**config.mk**
```make
export PLATFORM = sky130hd
export DESIGN_NAME = ring_fifo_with_turn_taking
export DESIGN_NICKNAME = d
export VERILOG_FILES = /design/src/rfifo_pkg.sv /design/src/ring_fifo_with_turn_taking.sv
export SDC_FILE = /design/constraint.sdc
export NUM_CORES = 1
export LEC_CHECK = 0
export BUFFER_PORTS_ARGS = -buffer_cell sky130_fd_sc_hd__buf_2
export CELL_PAD_IN_SITES_DETAIL_PLACEMENT = 2
export CELL_PAD_IN_SITES_GLOBAL_PLACEMENT = 2
export CORE_MARGIN = 8
export CORE_UTILIZATION = 50
export DETAILED_ROUTE_END_ITERATION = 16
export PLACE_DENSITY_LB_ADDON = 0.08
export SKIP_CTS_REPAIR_TIMING = 1
export SYNTH_ARGS = -nofsm -noshare
export SYNTH_HDL_FRONTEND = slang
export SYNTH_SLANG_ARGS = --single-unit
```
**constraint.sdc**
```tcl
create_clock -name clk -period 15.25 [get_ports clk]
set_input_delay 0.7625 -clock clk [delete_from_list [all_inputs] [get_ports clk]]
set_output_delay 0.7625 -clock clk [all_outputs]
set_load 0.01 [all_outputs]
```
**src/rfifo_pkg.sv**
```systemverilog
// Shared types, codes and widths for the turn-taking ring FIFO.
`timescale 1ns / 1ps
`default_nettype none

package rfifo_pkg;

  localparam int DEPTH_DEF   = 16;
  localparam int NUM_PROD_DEF = 5;
  localparam int NUM_CONS_DEF = 5;

  localparam int OP_W    = 2;
  localparam int ID_W    = 3;
  localparam int VAL_W   = 16;
  localparam int STAT_W  = 3;
  localparam int FILL_W  = 5;
  localparam int CAP_W   = 5;
  localparam int CNT_W   = 32;
  localparam int TURN_OW = 3;

  localparam logic [CAP_W-1:0] CAP_RESET = CAP_W'(16);

  typedef enum logic [OP_W-1:0] {
    OP_PRODUCE  = 2'd0,
    OP_CONSUME  = 2'd1,
    OP_SHUTDOWN = 2'd2,
    OP_QUERY    = 2'd3
  } op_t;

  typedef enum logic [STAT_W-1:0] {
    ST_OK      = 3'd0,
    ST_FULL    = 3'd1,
    ST_EMPTY   = 3'd2,
    ST_TURN    = 3'd3,
    ST_STOPPED = 3'd4
  } status_t;

  typedef enum logic {
    S_IDLE = 1'b0,
    S_EXEC = 1'b1
  } state_t;

  function automatic logic [CNT_W-1:0] sat_inc(input logic [CNT_W-1:0] v);
    sat_inc = (v == {CNT_W{1'b1}}) ? v : v + CNT_W'(1);
  endfunction

endpackage

`default_nettype wire

```
**src/ring_fifo_with_turn_taking.sv**
```systemverilog
// Top level: ring FIFO shared by round-robin producers and consumers.
`timescale 1ns / 1ps
`default_nettype none

// Each request takes two steps: the accept edge reads the ring slot at the
// read pointer and the requester's produce and consume tallies from their
// memories, and the execute edge checks the request, writes the slot and
// the tally back and loads the output register. The next request is taken
// once that write-back is done. A waiting result sits in the output
// register; the following request is still taken but stays in execution
// until that register frees, and further requests are stalled meanwhile.
// Tallies read as zero after reset through per-entry valid bits, so there
// is no clearing pass. The user must write the capacity register only while
// no request is in flight; the block itself does not enforce this.
module ring_fifo_with_turn_taking import rfifo_pkg::*; #(
  parameter int DEPTH         = DEPTH_DEF,
  parameter int NUM_PRODUCERS = NUM_PROD_DEF,
  parameter int NUM_CONSUMERS = NUM_CONS_DEF
) (
  input  wire logic                clk,
  input  wire logic                rst,
  input  wire logic                cfg_we,
  input  wire logic [CAP_W-1:0]    cfg_data,
  input  wire logic                in_valid,
  output logic                     in_stall,
  input  wire logic [OP_W-1:0]     opcode,
  input  wire logic [ID_W-1:0]     requester_id,
  input  wire logic [VAL_W-1:0]    item_value,
  output logic                     out_valid,
  input  wire logic                out_stall,
  output logic [STAT_W-1:0]        status,
  output logic [VAL_W-1:0]         item_out,
  output logic [FILL_W-1:0]        fill_level,
  output logic [CNT_W-1:0]         produced_count,
  output logic [CNT_W-1:0]         consumed_count,
  output logic [TURN_OW-1:0]       next_producer,
  output logic [TURN_OW-1:0]       next_consumer
);

  localparam int AW  = $clog2(DEPTH);
  localparam int CW  = (AW + 1 > CAP_W) ? AW + 1 : CAP_W;
  localparam int PTW = (NUM_PRODUCERS > 1) ? $clog2(NUM_PRODUCERS) : 1;
  localparam int CTW = (NUM_CONSUMERS > 1) ? $clog2(NUM_CONSUMERS) : 1;
  localparam int PCW = ((PTW > ID_W) ? PTW : ID_W) + 1;
  localparam int CCW = ((CTW > ID_W) ? CTW : ID_W) + 1;

  // memories
  logic [VAL_W-1:0] ring_mem [DEPTH];
  logic [CNT_W-1:0] prod_mem [NUM_PRODUCERS];
  logic [CNT_W-1:0] cons_mem [NUM_CONSUMERS];
  logic [NUM_PRODUCERS-1:0] prod_vld;
  logic [NUM_CONSUMERS-1:0] cons_vld;

  // registers
  state_t           state, state_next;
  logic [CAP_W-1:0] cap;
  logic [AW-1:0]    rd_ptr, rd_ptr_next;
  logic [AW-1:0]    wr_ptr, wr_ptr_next;
  logic [FILL_W-1:0] occ, occ_next;
  logic             active, active_next;
  logic [PTW-1:0]   prod_owner, prod_owner_next;
  logic [CTW-1:0]   cons_owner, cons_owner_next;
  op_t              req_op;
  logic [ID_W-1:0]  req_id;
  logic [VAL_W-1:0] req_val;
  logic [VAL_W-1:0] ring_q;
  logic [CNT_W-1:0] prod_q, cons_q;
  logic             prod_vld_q, cons_vld_q;

  // combinational
  logic             in_xfer, done, load_out;
  logic [CW-1:0]    eff_cap;
  logic [CW-1:0]    wr_step, rd_step;
  logic [PTW:0]     pturn_step;
  logic [CTW:0]     cturn_step;
  logic [PTW-1:0]   in_paddr, req_paddr;
  logic [CTW-1:0]   in_caddr, req_caddr;
  logic             pid_ok, cid_ok;
  logic [CNT_W-1:0] prod_cur, cons_cur, prod_new, cons_new;
  logic             ring_we, prod_we, cons_we;
  status_t          st;
  logic [VAL_W-1:0] item_res;
  logic [CNT_W-1:0] pcnt_res, ccnt_res;

  assign in_xfer   = in_valid && !in_stall;
  assign in_stall  = (state == S_EXEC);
  assign load_out  = done;
  assign in_paddr  = PTW'(requester_id);
  assign in_caddr  = CTW'(requester_id);
  assign req_paddr = PTW'(req_id);
  assign req_caddr = CTW'(req_id);
  assign pid_ok    = (32'(req_id) < NUM_PRODUCERS);
  assign cid_ok    = (32'(req_id) < NUM_CONSUMERS);
  assign prod_cur  = prod_vld_q ? prod_q : '0;
  assign cons_cur  = cons_vld_q ? cons_q : '0;
  assign prod_new  = sat_inc(prod_cur);
  assign cons_new  = sat_inc(cons_cur);

  always_comb begin
    if (cap == '0) begin
      eff_cap = CW'(1);
    end else if (CW'(cap) > CW'(DEPTH)) begin
      eff_cap = CW'(DEPTH);
    end else begin
      eff_cap = CW'(cap);
    end
  end

  assign wr_step    = CW'(wr_ptr) + CW'(1);
  assign rd_step    = CW'(rd_ptr) + CW'(1);
  assign pturn_step = {1'b0, prod_owner} + (PTW+1)'(1);
  assign cturn_step = {1'b0, cons_owner} + (CTW+1)'(1);

  always_comb begin
    state_next      = state;
    done            = 1'b0;
    rd_ptr_next     = rd_ptr;
    wr_ptr_next     = wr_ptr;
    occ_next        = occ;
    active_next     = active;
    prod_owner_next = prod_owner;
    cons_owner_next = cons_owner;
    ring_we         = 1'b0;
    prod_we         = 1'b0;
    cons_we         = 1'b0;
    st              = ST_OK;
    item_res        = '0;
    unique case (state)
      S_IDLE: begin
        if (in_xfer) begin
          state_next = S_EXEC;
        end
      end
      S_EXEC: begin
        if (!out_valid || !out_stall) begin
          done       = 1'b1;
          state_next = S_IDLE;
          unique case (req_op)
            OP_PRODUCE: begin
              if (!active) begin
                st = ST_STOPPED;
              end else if (PCW'(req_id) != PCW'(prod_owner)) begin
                st = ST_TURN;
              end else if (CW'(occ) >= eff_cap) begin
                st = ST_FULL;
              end else begin
                ring_we         = 1'b1;
                prod_we         = 1'b1;
                wr_ptr_next     = (wr_step >= eff_cap) ? '0 : AW'(wr_step);
                occ_next        = occ + FILL_W'(1);
                prod_owner_next = (32'(pturn_step) >= NUM_PRODUCERS) ? '0 : PTW'(pturn_step);
              end
            end
            OP_CONSUME: begin
              if (!active) begin
                st = ST_STOPPED;
              end else if (CCW'(req_id) != CCW'(cons_owner)) begin
                st = ST_TURN;
              end else if (occ == '0) begin
                st = ST_EMPTY;
              end else begin
                cons_we         = 1'b1;
                item_res        = ring_q;
                rd_ptr_next     = (rd_step >= eff_cap) ? '0 : AW'(rd_step);
                occ_next        = occ - FILL_W'(1);
                cons_owner_next = (32'(cturn_step) >= NUM_CONSUMERS) ? '0 : CTW'(cturn_step);
              end
            end
            OP_SHUTDOWN: begin
              active_next = 1'b0;
            end
            OP_QUERY: begin
            end
          endcase
        end
      end
    endcase
  end

  always_comb begin
    pcnt_res = '0;
    ccnt_res = '0;
    if (pid_ok) begin
      pcnt_res = prod_we ? prod_new : prod_cur;
    end
    if (cid_ok) begin
      ccnt_res = cons_we ? cons_new : cons_cur;
    end
  end

  // control and state registers
  always_ff @(posedge clk) begin
    if (rst) begin
      state      <= S_IDLE;
      cap        <= CAP_RESET;
      rd_ptr     <= '0;
      wr_ptr     <= '0;
      occ        <= '0;
      active     <= 1'b1;
      prod_owner <= '0;
      cons_owner <= '0;
      prod_vld   <= '0;
      cons_vld   <= '0;
      out_valid  <= 1'b0;
    end else begin
      state      <= state_next;
      rd_ptr     <= rd_ptr_next;
      wr_ptr     <= wr_ptr_next;
      occ        <= occ_next;
      active     <= active_next;
      prod_owner <= prod_owner_next;
      cons_owner <= cons_owner_next;
      if (cfg_we) begin
        cap <= cfg_data;
      end
      if (prod_we) begin
        prod_vld[req_paddr] <= 1'b1;
      end
      if (cons_we) begin
        cons_vld[req_caddr] <= 1'b1;
      end
      if (load_out) begin
        out_valid <= 1'b1;
      end else if (!out_stall) begin
        out_valid <= 1'b0;
      end
    end
  end

  // request capture and memory reads
  always_ff @(posedge clk) begin
    if (in_xfer) begin
      req_op     <= op_t'(opcode);
      req_id     <= requester_id;
      req_val    <= item_value;
      ring_q     <= ring_mem[rd_ptr];
      prod_q     <= prod_mem[in_paddr];
      cons_q     <= cons_mem[in_caddr];
      prod_vld_q <= prod_vld[in_paddr];
      cons_vld_q <= cons_vld[in_caddr];
    end
  end

  // memory write-back
  always_ff @(posedge clk) begin
    if (ring_we) begin
      ring_mem[wr_ptr] <= req_val;
    end
    if (prod_we) begin
      prod_mem[req_paddr] <= prod_new;
    end
    if (cons_we) begin
      cons_mem[req_caddr] <= cons_new;
    end
  end

  // output register
  always_ff @(posedge clk) begin
    if (load_out) begin
      status         <= st;
      item_out       <= item_res;
      fill_level     <= occ_next;
      produced_count <= pcnt_res;
      consumed_count <= ccnt_res;
      next_producer  <= TURN_OW'(prod_owner_next);
      next_consumer  <= TURN_OW'(cons_owner_next);
    end
  end

  a_accept_execs: assert property (@(posedge clk) disable iff (rst)
    in_valid && !in_stall |=> state == S_EXEC)
    else $error("accepted request did not enter execution");

  a_occ_step: assert property (@(posedge clk) disable iff (rst)
    1'b1 |=> (occ == $past(occ) || occ == $past(occ) + FILL_W'(1) ||
              occ == $past(occ) - FILL_W'(1)))
    else $error("occupancy moved by more than one");

  a_stop_sticks: assert property (@(posedge clk) disable iff (rst)
    !active |=> !active)
    else $error("block restarted after shutdown");

  a_write_running: assert property (@(posedge clk) disable iff (rst)
    ring_we |-> active && occ < FILL_W'(eff_cap))
    else $error("slot written while stopped or full");

endmodule

`default_nettype wire

```
==> qor.csv, run 1 <==
stage;metric;value;unit
status;outcome;finished, final reports clean;
layout;area_delta_synth_final;13.9;%
synthesis;synth_warnings;0;
placement;place_ws;10.85;ns
pwr;switching_share;22.3;%
global_routing;overflow;0;
critical_path;crit_path_start;cons_vld_q;
die;coreArea;65900;µm²
placement;place.gp.congestion;0.778;
routing;drc;0;
synthesis;synthTopCellsByCount;773 x edfxtp_1, 156 x nand2_1, 144 x mux4_2;
die;row_count;94;
sta;fin_setup_tns;0;ns
global_routing;grt_start_max_net_pins;62;
cts;cts_buffers;85;
global_routing;track_usage;27.8;%
sta;post-route-min-period;4.74;ns
cts;cts_sinks;810;
routing;wire_per_inst;34.4;µm
cts;cts.clk_slew.worst_paths;0.06;ns
cts;root_buffer;clkbuf_16;
flow_run;drv_cap;0;
critical_path;cp_slowest_cell;nor4_1;
die;die_area;75100;µm²
synthesis;synthCells;1942;
placement;port_buffers;126;
sta;rsz0062_at_grt;false;
synthesis;synth_most_common_cell;edfxtp_1;
die;io_pins;127;
routing;wirelength;105;mm
sta;maxSlewViolCount;0;
worst_hold_path;hp-class;input pin to flop;
layout;drive_above_1_share;25.6;%
layout;nets;2169;
pwr;switchingPower;0.00108;W
synthesis;async_reset_ff_share;0;%
pwr;pwr-share-seq;52.1;%
sta;relSlewSlack;10.8;%
critical_path;crit_fanout;59;
sta;finalCritPeriodShare;31.0;%
routing;vias;19331;
routing;detailedRoute.firstPassIterationCount;7;
synthesis;synth_largest_area_cell;edfxtp_1;
routing;viasPerCell;6.35;
die;die_w;274;µm
pwr;internal_power;0.00376;W
critical_path;r2r_start;cons_vld_q;
worst_hold_path;hold_depth;1;
routing;ant_nets;0;
cts;htree_levels;3;
sta;hold_violations;0;
pwr;leakage;12.5;nW
layout;fillers;5582;
critical_path;critPathArrivalTime;5.12;ns
cts;clkLatencyLatePin;0.64;ns
pwr;combPwrFrac;3.8;%
worst_hold_path;min-delay-start;item_value[6];
routing;dr_wl_met3;4.65;mm
routing;met2_length;56.7;mm
global_routing;grt_pass1_vias;21981;
global_routing;grt_pass1_wl;153;mm
critical_path;r2r_slack;10.51;ns
critical_path;crit_path_cell_trace;buf_4 > nand3_1 > nor4_1 > nand2_1 > nor4_1 > a21oi_1 > o21a_1;
critical_path;cp_data_required_time;15.63;ns
synthesis;syn_area;33300;µm²
sta;skew;0.0228;ns
synthesis;syn_area_per_cell;17.1;µm²
cts;max-clock-path-buffers;3;
layout;multiInputGateArea;9010;µm²
pwr;ir_drop;0.103;mV
critical_path;cp_slowest_stage_delay;1.07;ns
placement;dp.cells;2887;
synthesis;synth_fp_nets;2001;
routing;wl_met1;39.5;mm
critical_path;endpoint_kind;flop;
routing;top_layer;met5;
sta;worst_pin_slew;1.34;ns
synthesis;synthDistinctLibCells;66;
synthesis;yosysSeqAreaShare;72.0;%
die;dieHeight;274;µm
critical_path;crit_path_frequent_cell;nor4_1;
synthesis;synth-edff-count;773;
critical_path;path_class;flop to flop;
pwr;power_density;128;nW/µm²
critical_path;worst_setup_path_start_kind;flop;
synthesis;synth_seq_cells;810;
critical_path;ff2ff_path_depth;7;
synthesis;synth_flop_cell;edfxtp_1;
routing;drtIter0Drc;1720;
placement;dpl.hpwl;60.9;mm
synthesis;yosysTopAreaCellShare;69.8;%
sta;worst_slack;10.51;ns
sta;setup_viol;0;
layout;regArea;24000;µm²
layout;stdcell_count;3046;
sta;max_freq;211;MHz
die;start_util;50.5;%
pwr;clock_power_share;44.1;%
cts;cts_tree;built;
global_routing;antenna_found_initial;2;
synthesis;synthTopCellsByArea;edfxtp_1 70%, mux4_2 9.7%, dfxtp_1 2.2%, mux2_2 2.2%, nand2_1 1.8%;
==> layout make-up <==
cell class                 instances  share of cell area (%)
clock inverter                    52                    1.32
inverter                          16                   0.158
antenna                            1                 0.00660
multi-input combinational       1023                    23.8
sequential                       810                    63.2
timing repair buffer             174                    2.63
tap                              864                    2.85
clock buffer                     106                    6.06
==> cell usage in the layout, fill, tap and decap left out, types with 8 or more instances in the layout <==
master and count:
nand2_1 156, a21oi_1 49, clkbuf_16 87, bufinv_16 9
nor4_1 13, and2_1 35, xor2_1 48, clkinv_2 19
clkinv_1 15, nand4_1 31, o21ai_0 26, dfxtp_1 35
and3_1 26, nand3_1 71, clkbuf_1 14, edfxtp_1 773
mux2_2 65, or3_1 12, a21o_1 14, buf_4 51
xnor2_1 45, mux4_2 144, ha_1 28, and4_1 11
mux2i_1 13, nor3_1 25, nor2_1 105, inv_1 16
buf_2 123, nor2_4 8
==> power groups by stage <==
stage / clock network (W) / logic, W / registers (W)
2_1_floorplan: 0 / 0.000103 / 0.00255
3_3_place_gp: 0 / 0.000170 / 0.00256
3_5_place_dp: 0 / 0.000183 / 0.00256
4_1_cts: 0.00217 / 0.000188 / 0.00252
5_1_grt: 0.00223 / 0.000197 / 0.00252
6_report: 0.00213 / 0.000186 / 0.00252
==> per-stage QoR <==
step | cell area (µm²) | utilization, % | total power (W) | hold WS (ns)
6_report | 37900 | 57.6 | 0.00484 | 0.305
5_1_grt | 37900 | 57.6 | 0.00494 | 0.278
4_1_cts | 37900 | 57.6 | 0.00487 | 0.267
3_5_place_dp | 35100 | 53.3 | 0.00275 | 0.486
3_3_place_gp | 35100 | 53.3 | 0.00273 | 0.451
2_1_floorplan | 33300 | - | 0.00266 | 0.440
==> flip-flops by register name, summed over array words and instances (netlist names), 5 cells and up <==
register	cells
consumed_count	32
produced_count	32
ring_q	16
cons_vld	5
prod_q	32
prod_vld	5
cons_mem	160
fill_level	5
ring_mem	256
item_out	16
occ	5
cap	5
prod_mem	160
req_val	16
cons_q	32
==> critical path: cells and delay by family (launching register included) <==
family / cells / cell delay, ns
buffers and inverters: 1 / 0.50
flip-flops: 1 / 0.34
AO/OA/AOI/OAI: 2 / 0.56
AND/OR/NAND/NOR: 4 / 3.02
==> kinds of logic (layout without fill, tap and decap cells) <==
logic type | after synthesis | in the layout | share of synthesized area, %
XOR/XNOR | 96 | 96 | 2.59
buffers and inverters | 109 | 348 | 1.33
adder cells (fa/ha/maj) | 28 | 28 | 1.05
AO/OA/AOI/OAI | 132 | 132 | 2.47
multiplexers | 222 | 222 | 12.3
other | 0 | 1 | 0
flip-flops | 810 | 810 | 72.0
AND/OR/NAND/NOR | 545 | 545 | 8.22
==> final timing paths <==
check	to
max	consumed_count[31]
min reg2reg	prod_vld[3]
max reg2reg	consumed_count[31]
min	req_val[6]
==> metal layers <==
layer | vias to the layer above | track usage [%]
met1 | 10439 | 32.9
met3 | 226 | 4.06
met4 | 4 | 9.57
li1 | 7963 | -
met2 | 699 | 51.3
met5 | - | 0
Power figures use the tool's default switching activity.
==> inputs of run 2 (changes only) <==
--- a/config.mk
+++ b/config.mk
@@ -9,7 +9,7 @@
 export CELL_PAD_IN_SITES_DETAIL_PLACEMENT = 2
 export CELL_PAD_IN_SITES_GLOBAL_PLACEMENT = 2
 export CORE_MARGIN = 8
-export CORE_UTILIZATION = 50
+export CORE_UTILIZATION = 47
 export DETAILED_ROUTE_END_ITERATION = 16
 export PLACE_DENSITY_LB_ADDON = 0.08
 export SKIP_CTS_REPAIR_TIMING = 1
==> constraint.sdc (replaced) <==
create_clock -name clk -period 4.6 [get_ports clk]
set_input_delay 0.23 -clock clk [delete_from_list [all_inputs] [get_ports clk]]
set_output_delay 0.23 -clock clk [all_outputs]
set_load 0.01 [all_outputs]
==> run 2 against run 1 <==
Net effect:
- the flow now finishes with violations (negative hold slack)
- power grew to 3.3 times the previous value
- global-route usage down 3.9 points
- clock power grew to 3.2 times the previous value
- largest power group unchanged
- highest routed layer is now met4
==> qor.csv, run 2 (synthesis gave the netlist of run 1 again) <==
stage;metric;value;unit;change
status;outcome;finished with violations;;
status;violations;negative hold slack;;
layout;largest_register_ffs;256;;unchanged
global_routing;grt_start_max_net_pins;104;;+68%
die;dieHeight;282;µm;+3.0%
routing;wire_per_inst;30.0;µm;-13%
pwr;combPwrFrac;3.9;%;about the same
placement;port_buffers;126;;unchanged
layout;fillers;6141;;+10%
global_routing;track_usage;23.9;%;-3.9 points
placement;dp.cells;2973;;+3.0%
layout;top_regs;ring_mem (256), cons_mem (160), prod_mem (160);;
die;start_util;47.5;%;-3.0 points
die;coreArea;70000;µm²;+6.3%
worst_hold_path;hp-class;input pin to flop;;
cts;cts_tree;built;;
layout;final_cell_mix;773 x edfxtp_1, 156 x nand2_1, 144 x mux4_2;;
cts;max-clock-path-buffers;3;;unchanged
routing;viasPerCell;5.92;;-6.6%
critical_path;worst_setup_path_start_kind;flop;;
critical_path;crit_path_start;cons_vld_q;;
pwr;switchingPower;0.00350;W;+230%
sta;rsz0062_at_grt;false;;
routing;wirelength;94.6;mm;-9.6%
pwr;pwr-share-seq;52.9;%;+0.8 points
sta;skew;0.0169;ns;-0.00582 ns
layout;layout_commonest_cell;edfxtp_1;;
pwr;power_density;411;nW/µm²;+220%
cts;cts_buffers;86;;+1.2%
routing;vias;18716;;-3.2%
layout;drive_above_1_share;25.4;%;-0.21 points
routing;ant_nets;0;;unchanged
sta;post-route-min-period;4.14;ns;-0.594 ns
routing;drtIter0Drc;1478;;-14%
cts;root_buffer;clkbuf_16;;
critical_path;crit_fanout;17;;-71%
routing;drc;0;;unchanged
sta;maxSlewViolCount;0;;unchanged
die;die_area;79600;µm²;+6.0%
layout;nets;2207;;+1.8%
die;io_pins;127;;unchanged
placement;dpl.hpwl;59.0;mm;-3.0%
flow_run;drv_cap;0;;unchanged
cts;cts_sinks;810;;unchanged
sta;finalCritPeriodShare;90.0;%;+59 points
placement;place.gp.congestion;0.774;;-0.55%
sta;setup_viol;0;;unchanged
cts;clkLatencyLatePin;0.64;ns;about the same
sta;hold_ws;-0.0222;ns;-0.327 ns
sta;worst_pin_slew;1.14;ns;-0.194 ns
critical_path;path_class;flop to flop;;
pwr;clock_power_share;43.2;%;-0.9 points
layout;top_register;ring_mem;;
sta;fin_setup_tns;0;ns;unchanged
layout;stdcell_count;3159;;+3.7%
die;row_count;97;;+3.2%
critical_path;r2r_start;cons_vld_q;;
pwr;switching_share;22.2;%;-0.048 points
layout;insertedDiodeCount;0;;-1
sta;relSlewSlack;23.7;%;+13 points
global_routing;grt_pass1_wl;141;mm;-8.1%
critical_path;critPathArrivalTime;4.49;ns;-0.63 ns
routing;detailedRoute.firstPassIterationCount;5;;-2
pwr;ir_drop;0.323;mV;+210%
pwr;leakage;12.6;nW;+1.1%
pwr;internal_power;0.0123;W;+230%
cts;htree_levels;3;;unchanged
critical_path;endpoint_kind;flop;;
sta;hold_violations;2;;+2
global_routing;antenna_found_initial;0;;-2
sta;max_freq;241;MHz;+14%
global_routing;grt_pass1_vias;21133;;-3.9%
critical_path;cp_data_required_time;4.95;ns;-10.68 ns
worst_hold_path;min-delay-start;cfg_we;;
global_routing;overflow;0;;unchanged
cts;cts.clk_slew.worst_paths;0.06;ns;about the same
die;die_w;282;µm;+3.0%
layout;area_delta_synth_final;15.3;%;
run 2: changes by cell type in the layout (fill, tap and decap cells not counted), sizes merged:
cell         change
buf             +10
bufinv           -3
clkbuf           +1
clkinv           +4
diode            -1
dlygate4sd3     +27
inv              -1
run 2: worst paths after layout:
kind                         end  slack [ns]  cells past startpoint
hold reg to reg      prod_vld[3]        0.48                      1
hold / removal            cap[0]       -0.02                      3
setup / recovery  cons_mem[0][6]        0.46                      8
setup reg to reg  cons_mem[0][6]        0.46                      8
run 2: power by group through the flow:
stage | logic, W | clock network, W | registers, W
after floorplan | 0.000346 | 0 | 0.00846
after global placement | 0.000566 | 0 | 0.00849
after detailed placement | 0.000598 | 0 | 0.00851
after CTS | 0.000604 | 0.00696 | 0.00835
after global routing | 0.000659 | 0.00717 | 0.00836
final | 0.000609 | 0.00682 | 0.00835
run 2: final cells by class:
class                      instances  area [µm²]  share of cell area (%)
clock buffer                     107        2260                    5.89
clock inverter                    52         462                    1.20
inverter                          16        60.1                   0.157
multi-input combinational       1023        9030                    23.5
sequential                       810       24000                    62.5
tap                              940        1180                    3.07
timing repair buffer             211        1420                    3.70
run 2: per-stage QoR:
stage          util [%]  worst slack, ns  area, µm²  power, W
3_5_place_dp       50.5            0.608      35400   0.00910
6_report           54.8            0.458      38400    0.0158
4_1_cts            54.4            0.485      38100    0.0159
5_1_grt            54.8            0.179      38400    0.0162
3_3_place_gp       50.5            0.962      35400   0.00905
2_1_floorplan         -           -0.446      33300   0.00881
run 2: worst max-delay path, cell delays in order (launching register included):
cell and delay (ns):
edfxtp_1 0.59, nand2_1 0.21, inv_1 0.11, ha_1 0.22, and4_1 0.32, nand4_1 0.43
nor4b_4 1.10, o21ai_0 0.32, a21boi_0 0.54
run 2: layer usage:
| layer | wire length, µm | part of all wire [%] | global-route usage [%] |
|---|---|---|---|
| met1 | 38600 | 41 | 29.8 |
| met2 | 50000 | 53 | 43.1 |
| met3 | 3370 | 3.6 | 3.19 |
| met4 | 2740 | 2.9 | 7.50 |
| met5 | 0 | 0 | 0 |
